<file path="config.mk">
export PLATFORM = sky130hd
export DESIGN_NAME = button_click_long_press_detector
export DESIGN_NICKNAME = d
export VERILOG_FILES = /design/src/sv/bcl_pkg.sv /design/src/sv/button_click_long_press_detector.sv /design/src/sv/bcl_ram.sv /design/src/sv/bcl_button.sv /design/src/sv/bcl_fifo.sv
export SDC_FILE = /design/constraint.sdc
export NUM_CORES = 1
export LEC_CHECK = 0
export BUFFER_PORTS_ARGS = -buffer_cell sky130_fd_sc_hd__buf_4
export CAP_MARGIN = 20
export CORE_ASPECT_RATIO = 0.5
export CORE_MARGIN = 2
export CORE_UTILIZATION = 65
export DETAILED_ROUTE_END_ITERATION = 7
export PLACE_DENSITY_LB_ADDON = 0.1
export SYNTH_ARGS = -nofsm -noshare
export SYNTH_HDL_FRONTEND = slang
export SYNTH_SLANG_ARGS = --single-unit
</file>
<file path="constraint.sdc">
create_clock -name clock -period 15 [get_ports clock]
set_input_delay 3 -clock clock [delete_from_list [all_inputs] [get_ports clock]]
set_output_delay 3 -clock clock [all_outputs]
set_load 0.02 [all_outputs]
</file>
<file path="src/sv/bcl_pkg.sv">
// bcl_pkg: shared types, codes and reset defaults for the button click detector
// used by every module of the detector but bcl_ram and by its checker; no dependencies
`timescale 1ns / 1ps
`default_nettype none

package bcl_pkg;

   // register reset values and default queue depth
   localparam logic [15:0] DEF_DEBOUNCE_MS   = 16'd20;
   localparam logic [15:0] DEF_LONG_PRESS_MS = 16'd800;
   localparam logic [15:0] DEF_POLL_MS       = 16'd10;
   localparam logic        DEF_SECOND_BUTTON = 1'b1;
   localparam int          QUEUE_DEPTH_DEF   = 8;

   // request kind carried in tuser
   typedef enum logic {
      OP_TICK = 1'b0,
      OP_POP  = 1'b1
   } op_type;

   // configuration register indexes
   typedef enum logic [1:0] {
      CSR_DEBOUNCE   = 2'd0,
      CSR_LONG_PRESS = 2'd1,
      CSR_POLL       = 2'd2,
      CSR_SECOND_BTN = 2'd3
   } csr_index_type;

   // queued event codes
   typedef enum logic [2:0] {
      EV_NONE    = 3'd0,
      EV_A_CLICK = 3'd1,
      EV_A_LONG  = 3'd2,
      EV_B_CLICK = 3'd3,
      EV_B_LONG  = 3'd4
   } ev_code_type;

   // debounce machine phases
   typedef enum logic [1:0] {
      PH_IDLE           = 2'd0,
      PH_PRESS_SETTLE   = 2'd1,
      PH_HELD           = 2'd2,
      PH_RELEASE_SETTLE = 2'd3
   } phase_type;

   // one event posted by a button machine
   typedef struct packed {
      logic        vld;
      ev_code_type code;
   } ev_type;

   // queue status toward the top level
   typedef struct packed {
      logic        busy;
      ev_code_type pop_code;
      logic [2:0]  queued;
   } fifo_stat_type;

endpackage

`default_nettype wire

</file>
<file path="src/sv/button_click_long_press_detector.sv">
// button_click_long_press_detector: top level, request register, scan gate, response register
// depends on bcl_pkg, bcl_button and bcl_fifo
//
// Two active-low buttons are debounced into click and long-press events held in a
// ring queue of QUEUE_DEPTH entries (QUEUE_DEPTH-1 usable).
// Request channel req_*: tuser selects a tick (time plus pin levels) or a pop.
// A tick is scanned only if poll_period_ms have passed since the last scan;
// button A, then button B when enabled, step through their debounce machines.
// A pop returns the oldest event or none. Every request gives one response on
// rsp_*: the event code and the number of queued events after the request.
// Configuration port csr_*: always ready, written while the block is idle.
// Pipeline: request register, then response register. Throughput: one request per
// cycle while the receiver keeps up; a tick that posts events for both buttons
// holds the request side while the queue ram takes its second write.
// Reset clears the debounce machines, the queue pointers, the scan time and
// restores the register defaults; queue contents are not cleared.
// When the receiver stalls, the response register holds and one more request
// is taken into the request register before req_tready falls.
`timescale 1ns / 1ps
`default_nettype none

module button_click_long_press_detector
   import bcl_pkg::*;
#(
   parameter int QUEUE_DEPTH = QUEUE_DEPTH_DEF
) (
   input  wire logic        clock,
   input  wire logic        reset,
   // request channel
   input  wire logic        req_tvalid,
   output logic             req_tready,
   input  wire logic [39:0] req_tdata,   // now_ms[31:0], button_a_level, button_b_level, 0
   input  wire logic        req_tuser,   // operation
   // response channel
   output logic             rsp_tvalid,
   input  wire logic        rsp_tready,
   output logic [7:0]       rsp_tdata,   // event_code[2:0], queued_events[2:0], 0
   // configuration port
   input  wire logic        csr_valid,
   output logic             csr_ready,
   input  wire logic [1:0]  csr_index,
   input  wire logic [15:0] csr_data
);

   logic          item_vld_ff;
   op_type        item_op_ff;
   logic [31:0]   item_now_ff;
   logic          item_a_ff;
   logic          item_b_ff;

   logic          rsp_vld_ff;
   logic [7:0]    rsp_data_ff;

   logic [15:0]   debounce_ff;
   logic [15:0]   long_press_ff;
   logic [15:0]   poll_ff;
   logic          second_btn_ff;
   logic [31:0]   last_scan_ff;

   logic          advance;
   logic          req_fire;
   logic          scan_go;
   logic          pop;
   logic [31:0]   scan_age;
   ev_type        post_a;
   ev_type        post_b;
   fifo_stat_type fifo_stat;

   // configuration registers
   assign csr_ready = 1'b1;

   always_ff @(posedge clock) begin
      if (reset) begin
         debounce_ff   <= DEF_DEBOUNCE_MS;
         long_press_ff <= DEF_LONG_PRESS_MS;
         poll_ff       <= DEF_POLL_MS;
         second_btn_ff <= DEF_SECOND_BUTTON;
      end else if (csr_valid && csr_ready) begin
         case (csr_index_type'(csr_index))
            CSR_DEBOUNCE:   debounce_ff   <= csr_data;
            CSR_LONG_PRESS: long_press_ff <= csr_data;
            CSR_POLL:       poll_ff       <= csr_data;
            CSR_SECOND_BTN: second_btn_ff <= csr_data[0];
            default: ;
         endcase
      end
   end

   // flow control between request and response registers
   assign advance    = item_vld_ff && (!rsp_vld_ff || rsp_tready) && !fifo_stat.busy;
   assign req_tready = !item_vld_ff || advance;
   assign req_fire   = req_tvalid && req_tready;

   // request register
   always_ff @(posedge clock) begin
      if (reset) begin
         item_vld_ff <= 1'b0;
      end else if (req_tready) begin
         item_vld_ff <= req_tvalid;
      end
   end

   always_ff @(posedge clock) begin
      if (req_fire) begin
         item_op_ff  <= op_type'(req_tuser);
         item_now_ff <= req_tdata[31:0];
         item_a_ff   <= req_tdata[32];
         item_b_ff   <= req_tdata[33];
      end
   end

   // poll gate, wrapping time difference
   assign scan_age = item_now_ff - last_scan_ff;
   assign scan_go  = advance && (item_op_ff == OP_TICK) && (scan_age >= {16'd0, poll_ff});
   assign pop      = advance && (item_op_ff == OP_POP);

   always_ff @(posedge clock) begin
      if (reset) begin
         last_scan_ff <= '0;
      end else if (scan_go) begin
         last_scan_ff <= item_now_ff;
      end
   end

   // debounce machines
   bcl_button #(
      .CLICK_CODE (EV_A_CLICK),
      .LONG_CODE  (EV_A_LONG)
   ) u_button_a (
      .clock         (clock),
      .reset         (reset),
      .scan          (scan_go),
      .pressed       (!item_a_ff),
      .now_ms        (item_now_ff),
      .debounce_ms   (debounce_ff),
      .long_press_ms (long_press_ff),
      .post          (post_a)
   );

   bcl_button #(
      .CLICK_CODE (EV_B_CLICK),
      .LONG_CODE  (EV_B_LONG)
   ) u_button_b (
      .clock         (clock),
      .reset         (reset),
      .scan          (scan_go && second_btn_ff),
      .pressed       (!item_b_ff),
      .now_ms        (item_now_ff),
      .debounce_ms   (debounce_ff),
      .long_press_ms (long_press_ff),
      .post          (post_b)
   );

   // event queue
   bcl_fifo #(
      .QUEUE_DEPTH (QUEUE_DEPTH)
   ) u_fifo (
      .clock  (clock),
      .reset  (reset),
      .post_a (post_a),
      .post_b (post_b),
      .pop    (pop),
      .stat   (fifo_stat)
   );

   // response register
   always_ff @(posedge clock) begin
      if (reset) begin
         rsp_vld_ff <= 1'b0;
      end else if (advance) begin
         rsp_vld_ff <= 1'b1;
      end else if (rsp_tready) begin
         rsp_vld_ff <= 1'b0;
      end
   end

   always_ff @(posedge clock) begin
      if (advance) begin
         rsp_data_ff <= {2'b00, fifo_stat.queued, fifo_stat.pop_code};
      end
   end

   assign rsp_tvalid = rsp_vld_ff;
   assign rsp_tdata  = rsp_data_ff;

endmodule

`default_nettype wire

</file>
<file path="src/sv/bcl_ram.sv">
// bcl_ram: generic single write port ram with registered read
// no dependencies
`timescale 1ns / 1ps
`default_nettype none

module bcl_ram #(
   parameter int WIDTH = 3,
   parameter int DEPTH = 8
) (
   input  wire logic                     clock,
   input  wire logic                     wr_en,
   input  wire logic [$clog2(DEPTH)-1:0] wr_addr,
   input  wire logic [WIDTH-1:0]         wr_data,
   input  wire logic [$clog2(DEPTH)-1:0] rd_addr,
   output logic      [WIDTH-1:0]         rd_data
);

   logic [WIDTH-1:0] mem_ff [DEPTH];
   logic [WIDTH-1:0] rd_data_ff;

   // write and read-before-write registered read
   always_ff @(posedge clock) begin
      if (wr_en) begin
         mem_ff[wr_addr] <= wr_data;
      end
      rd_data_ff <= mem_ff[rd_addr];
   end

   assign rd_data = rd_data_ff;

endmodule

`default_nettype wire

</file>
<file path="src/sv/bcl_button.sv">
// bcl_button: four-phase debounce machine of one button with click and long detection
// depends on bcl_pkg
`timescale 1ns / 1ps
`default_nettype none

module bcl_button
   import bcl_pkg::*;
#(
   parameter ev_code_type CLICK_CODE = EV_A_CLICK,
   parameter ev_code_type LONG_CODE  = EV_A_LONG
) (
   input  wire logic        clock,
   input  wire logic        reset,
   input  wire logic        scan,
   input  wire logic        pressed,
   input  wire logic [31:0] now_ms,
   input  wire logic [15:0] debounce_ms,
   input  wire logic [15:0] long_press_ms,
   output ev_type           post
);

   phase_type   phase_ff, phase_in;
   logic [31:0] edge_ff, edge_in;
   logic [31:0] press_ff, press_in;
   logic        long_ff, long_in;
   logic [31:0] edge_age;
   logic [31:0] press_age;
   logic        settled;
   logic        long_due;

   // elapsed times wrap modulo 2^32
   assign edge_age  = now_ms - edge_ff;
   assign press_age = now_ms - press_ff;
   assign settled   = edge_age >= {16'd0, debounce_ms};
   assign long_due  = press_age >= {16'd0, long_press_ms};

   // phase register and timestamps, updated only on a scan
   always_ff @(posedge clock) begin
      if (reset) begin
         phase_ff <= PH_IDLE;
         edge_ff  <= '0;
         press_ff <= '0;
         long_ff  <= 1'b0;
      end else if (scan) begin
         phase_ff <= phase_in;
         edge_ff  <= edge_in;
         press_ff <= press_in;
         long_ff  <= long_in;
      end
   end

   // next phase and posted event
   always_comb begin
      phase_in  = phase_ff;
      edge_in   = edge_ff;
      press_in  = press_ff;
      long_in   = long_ff;
      post.vld  = 1'b0;
      post.code = CLICK_CODE;
      case (phase_ff)
         PH_IDLE: begin
            if (pressed) begin
               phase_in = PH_PRESS_SETTLE;
               edge_in  = now_ms;
            end
         end
         PH_PRESS_SETTLE: begin
            if (!pressed) begin
               phase_in = PH_IDLE;
            end else if (settled) begin
               phase_in = PH_HELD;
               press_in = now_ms;
            end
         end
         PH_HELD: begin
            if (!pressed) begin
               phase_in = PH_RELEASE_SETTLE;
               edge_in  = now_ms;
            end else if (!long_ff && long_due) begin
               long_in   = 1'b1;
               post.vld  = scan;
               post.code = LONG_CODE;
            end
         end
         PH_RELEASE_SETTLE: begin
            // a bounce back to pressed restarts the long timer
            if (pressed) begin
               phase_in = PH_HELD;
               press_in = now_ms;
            end else if (settled) begin
               phase_in = PH_IDLE;
               if (long_ff) begin
                  long_in = 1'b0;
               end else begin
                  post.vld  = scan;
                  post.code = CLICK_CODE;
               end
            end
         end
         default: begin
            phase_in = PH_IDLE;
         end
      endcase
   end

endmodule

`default_nettype wire

</file>
<file path="src/sv/bcl_fifo.sv">
// bcl_fifo: ring event queue holding up to depth-1 events, two posts or one pop per request
// depends on bcl_pkg and bcl_ram
`timescale 1ns / 1ps
`default_nettype none

module bcl_fifo
   import bcl_pkg::*;
#(
   parameter int QUEUE_DEPTH = QUEUE_DEPTH_DEF
) (
   input  wire logic clock,
   input  wire logic reset,
   input  wire ev_type post_a,
   input  wire ev_type post_b,
   input  wire logic pop,
   output fifo_stat_type stat
);

   localparam int AW = $clog2(QUEUE_DEPTH);
   localparam logic [AW-1:0] LAST = AW'(QUEUE_DEPTH - 1);
   localparam logic [AW:0]   CAP  = (AW + 1)'(QUEUE_DEPTH - 1);

   logic [AW-1:0] head_ff, head_in;
   logic [AW-1:0] tail_ff, tail_in;
   logic [AW-1:0] count_ff, count_in;
   logic          pend_vld_ff, pend_vld_in;
   logic [AW-1:0] pend_addr_ff;
   ev_code_type   pend_code_ff;
   logic          byp_vld_ff, byp_vld_in;
   ev_code_type   byp_code_ff;

   ev_type        first;
   ev_type        second;
   logic          acc1, acc2, pop_ok;
   logic [AW-1:0] tail_p1, tail_p2;
   logic          wr_en;
   logic [AW-1:0] wr_addr;
   ev_code_type   wr_code;
   logic [2:0]    rd_bits;
   ev_code_type   head_code;

   function automatic logic [AW-1:0] wrap_inc(input logic [AW-1:0] x);
      wrap_inc = (x == LAST) ? '0 : x + AW'(1);
   endfunction

   // order posts: button A first, B fills in when A is quiet
   always_comb begin
      first  = post_a.vld ? post_a : post_b;
      second = post_b;
      second.vld = post_a.vld & post_b.vld;
   end

   // room checks, an event posted while full is dropped
   assign acc1   = first.vld && (count_ff != LAST);
   assign acc2   = second.vld && (({1'b0, count_ff} + (AW + 1)'(2)) <= CAP);
   assign pop_ok = pop && (count_ff != '0);

   assign tail_p1 = wrap_inc(tail_ff);
   assign tail_p2 = wrap_inc(tail_p1);

   assign tail_in  = acc2 ? tail_p2 : (acc1 ? tail_p1 : tail_ff);
   assign head_in  = pop_ok ? wrap_inc(head_ff) : head_ff;
   assign count_in = count_ff + AW'(acc1) + AW'(acc2) - AW'(pop_ok);

   // second event of a request is written in the next cycle, when the write port is free
   assign pend_vld_in = acc2;

   // write port: deferred event first, else the first new event
   always_comb begin
      if (pend_vld_ff) begin
         wr_en   = 1'b1;
         wr_addr = pend_addr_ff;
         wr_code = pend_code_ff;
      end else begin
         wr_en   = acc1;
         wr_addr = tail_ff;
         wr_code = first.code;
      end
   end

   // a write to the address read this cycle is forwarded
   assign byp_vld_in = wr_en && (wr_addr == head_in);

   always_ff @(posedge clock) begin
      if (reset) begin
         head_ff     <= '0;
         tail_ff     <= '0;
         count_ff    <= '0;
         pend_vld_ff <= 1'b0;
         byp_vld_ff  <= 1'b0;
      end else begin
         head_ff     <= head_in;
         tail_ff     <= tail_in;
         count_ff    <= count_in;
         pend_vld_ff <= pend_vld_in;
         byp_vld_ff  <= byp_vld_in;
      end
   end

   // payload of the deferred write and of the forward path
   always_ff @(posedge clock) begin
      pend_addr_ff <= tail_p1;
      pend_code_ff <= second.code;
      byp_code_ff  <= wr_code;
   end

   bcl_ram #(
      .WIDTH ($bits(ev_code_type)),
      .DEPTH (QUEUE_DEPTH)
   ) u_ram (
      .clock   (clock),
      .wr_en   (wr_en),
      .wr_addr (wr_addr),
      .wr_data (wr_code),
      .rd_addr (head_in),
      .rd_data (rd_bits)
   );

   assign head_code = byp_vld_ff ? byp_code_ff : ev_code_type'(rd_bits);

   // status toward the top level
   always_comb begin
      stat.busy     = pend_vld_ff;
      stat.pop_code = pop_ok ? head_code : EV_NONE;
      stat.queued   = 3'(count_in);
   end

endmodule

`default_nettype wire

</file>
==> run metrics <==
number of max-cap violations=0; CTS resizes=0; Buffers on Ports=65; Post-DRT Antenna Nets=0; PwrDens=89.0 nW/µm²; final instance area=24400 µm²; Die Y=136 µm; initial antenna violation count=0; Setup Buffers After CTS=0; placed insts=3242; status=completed; Final Hold Fails=0; Residual DRC=0; Hold Worst Slack=0.456 ns; routed wire length=61.4 mm; Startpoint Class=register; clock-pin slew on the worst setup and hold paths=0.07 ns; Syn Inst Count=2798; Ys Warns=0; 1st-iter DRT viols=1632; Synth Register Bits=304; layout cell share with drive strength beyond 1=6.34%; Slew @ Worst Pin=1.15 ns; final net count=3112; met2 GRT Util=52.7%; HP Class=reg2reg; DR vias/cell=6.16; global router's overall resource usage=33.0%; clock latency on the worst-skew pair=0.59 ns; CP Capture Type=register; antenna cells=0; most common flop cell mapped by yosys=dfxtp_1; Slew headroom=22.5%; WP data required=15.54 ns; Starting Density=65.9%; fin crit period=7.58 ns; first-pass GRT wire length=95.5 mm; vias in the first global route=18269; total grt overflow=0; met3 usage=5.90%; critical path fanouts, max=8; clk sinks=304; die width=268 µm; Root Buffer=clkbuf_16; WL per Instance=18.6 µm; htree depth=1; die area=36500 µm²; via count=20305; CP arrival=8.11 ns; EDFF count, synth=65; area grow syn2layout=7.70%; R2R Setup Slk=7.42 ns; Max Clk Rate=0.132 GHz; Setup Skew=0.0208 ns; DR pass1 iterations=6; final cell count without fillers=3297; setup violators final=0; DP HPWL=45.8 mm; Rows=48; RSZ-0062 raised after global routing=false; num ports=75; GRT met1 Usage=46.0%; placer's final routability congestion estimate=0.976; CTS max path bufs=3; async set or reset register ratio after synthesis=0%; count of different cell masters after synthesis=88; leakage power=9.96 nW; sequential-to-total area share from yosys stat=29.7%; largest net degree at the start of global routing=78; fin crit share=50.5%; CTS tree=yes; Avg Cell Area, Syn=8.10 µm²; Setup Crit Path Kind=reg2reg; Peak supply drop=0.0835 mV; hold_buf cts=0; Post-Synthesis Cell Area=22700 µm²; Core Area=34400 µm²; Post-Place Cell Area=23500 µm²; total CTS buffers=29; setup TNS=0 ns; Most Crowded Layer GR=met2; Final Max Slew Viols=0; Filler cells=2868
-- worst paths after layout --
path | start | endpoint | cells past startpoint
min reg2reg | long_press_ff[11]$_SDFFE_PP0P_ | long_press_ff[11]$_SDFFE_PP0P_ | 2
max reg2reg | item_now_ff[0]$_DFFE_PP_ | u_fifo.count_ff[2]$_SDFF_PP0_ | 27
max | item_now_ff[0]$_DFFE_PP_ | u_fifo.count_ff[2]$_SDFF_PP0_ | 27
min | long_press_ff[11]$_SDFFE_PP0P_ | long_press_ff[11]$_SDFFE_PP0P_ | 2
-- registers in the layout, indices dropped and copies added (netlist names), 24 cells and up, named ones only --
register and cells:
last_scan_ff 32, u_fifo.u_ram.mem_ff 24, item_now_ff 32, u_button_a.press_ff 32
u_button_b.edge_ff 32, u_button_a.edge_ff 32, u_button_b.press_ff 32
-- cell usage after synthesis (9+ instances only) --
| master | instances | share of area [%] |
|---|---|---|
| xnor2_1 | 65 | 2.5 |
| ha_1 | 242 | 13 |
| edfxtp_1 | 65 | 8.6 |
| clkbuf_1 | 93 | 1.5 |
| o21ai_0 | 101 | 2.2 |
| nor2_1 | 239 | 4.0 |
| a21boi_0 | 10 | 0.33 |
| and4_1 | 11 | 0.43 |
| nor3b_1 | 10 | 0.33 |
| buf_2 | 20 | 0.44 |
| a21oi_1 | 290 | 6.4 |
| dfxtp_1 | 239 | 21 |
| o211ai_1 | 32 | 1.1 |
| or3_1 | 19 | 0.52 |
| mux2_2 | 9 | 0.45 |
| o21bai_1 | 20 | 0.66 |
| nand4_1 | 48 | 1.3 |
| o31ai_1 | 11 | 0.36 |
| o31a_1 | 9 | 0.35 |
| nand2_1 | 319 | 5.3 |
| and2_1 | 20 | 0.55 |
| inv_1 | 261 | 4.3 |
| nand2b_1 | 19 | 0.52 |
| xor2_1 | 45 | 1.7 |
| o21a_1 | 39 | 1.3 |
| nand3_1 | 47 | 1.0 |
| a211oi_1 | 12 | 0.40 |
| or2_2 | 13 | 0.36 |
| nor3_1 | 39 | 0.86 |
| a21o_1 | 72 | 2.4 |
| a2111oi_0 | 12 | 0.46 |
| nor2b_1 | 18 | 0.50 |
| mux2i_1 | 148 | 6.5 |
| o2111ai_1 | 13 | 0.50 |
| a31oi_1 | 23 | 0.63 |
| and3_1 | 11 | 0.30 |
-- worst max-delay path: stages, from the launching register on --
cell       delay [ns]
edfxtp_1         0.51
inv_1            0.30
ha_1             0.23
inv_1            0.05
fa_1             0.39
a21o_1           0.20
a221o_1          0.39
a21o_1           0.24
o211a_1          0.28
xor2_1           0.16
ha_1             0.31
a21o_1           0.18
a211o_1          0.29
a221oi_1         0.21
a21oi_1          0.18
a21oi_1          0.15
nand4b_1         0.13
a2111oi_0        0.35
nand4b_1         0.14
o2111ai_1        0.80
nand2_1          0.23
a22oi_2          0.41
ha_1             0.19
inv_1            0.05
fa_1             0.37
fa_1             0.38
xnor2_1          0.23
and2_1           0.15
-- layout make-up --
type                       count  area, µm²  area share (%)
multi-input combinational   2116      14500            59.4
sequential                   304       6740            27.6
inverter                     261        980            4.01
clock buffer                  41        802            3.29
timing repair buffer          87        677            2.77
tap                          475        594            2.43
clock inverter                13        126           0.518
-- metrics by stage --
| stage | worst slack [ns] | power, mW | util (%) |
|---|---|---|---|
| after floorplan | 8.57 | 1.29 | - |
| after CTS | 7.58 | 2.17 | 70.9 |
| after global routing | 7.02 | 2.28 | 70.9 |
| after detailed placement | 7.66 | 1.43 | 68.2 |
| final | 7.42 | 2.17 | 70.9 |
| after global placement | 7.71 | 1.42 | 68.2 |
-- metal layers --
metal	up-vias	routed length, µm
li1	9953	-
met1	9590	28100
met2	659	26600
met3	103	5180
met4	0	1490
met5	-	0
-- power by group --
group	internal, mW	switching (mW)	leakage [nW]
Clock	0.408	0.335	0.453
Sequential	0.856	0.0296	2.54
Combinational	0.220	0.324	6.96
-- cell usage in the layout (no fill, tap or decap), types with 38 or more instances in the layout --
master    Yosys  final
o21a_1       39     39
buf_4         4     85
edfxtp_1     65     65
xor2_1       45     45
nor3_1       39     38
a21o_1       72     72
dfxtp_1     239    239
xnor2_1      65     65
nand4_1      48     48
o21ai_0     101    101
ha_1        242    242
inv_1       261    261
mux2i_1     148    148
a21oi_1     290    290
nor2_1      239    239
nand3_1      47     47
nand2_1     319    318
-- logic make-up (layout without fill, tap and decap cells) --
family	after synthesis	count (layout)	synth area share (%)
AND/OR/NAND/NOR	852	852	17.4
XOR/XNOR	110	110	4.25
AO/OA/AOI/OAI	744	744	21.1
buffers and inverters	379	402	6.49
adder cells (fa/ha/maj)	249	249	14.0
other	2	3	0.0331
multiplexers	158	158	7.05
flip-flops	304	304	29.7
(Power assumes the default switching activity.)
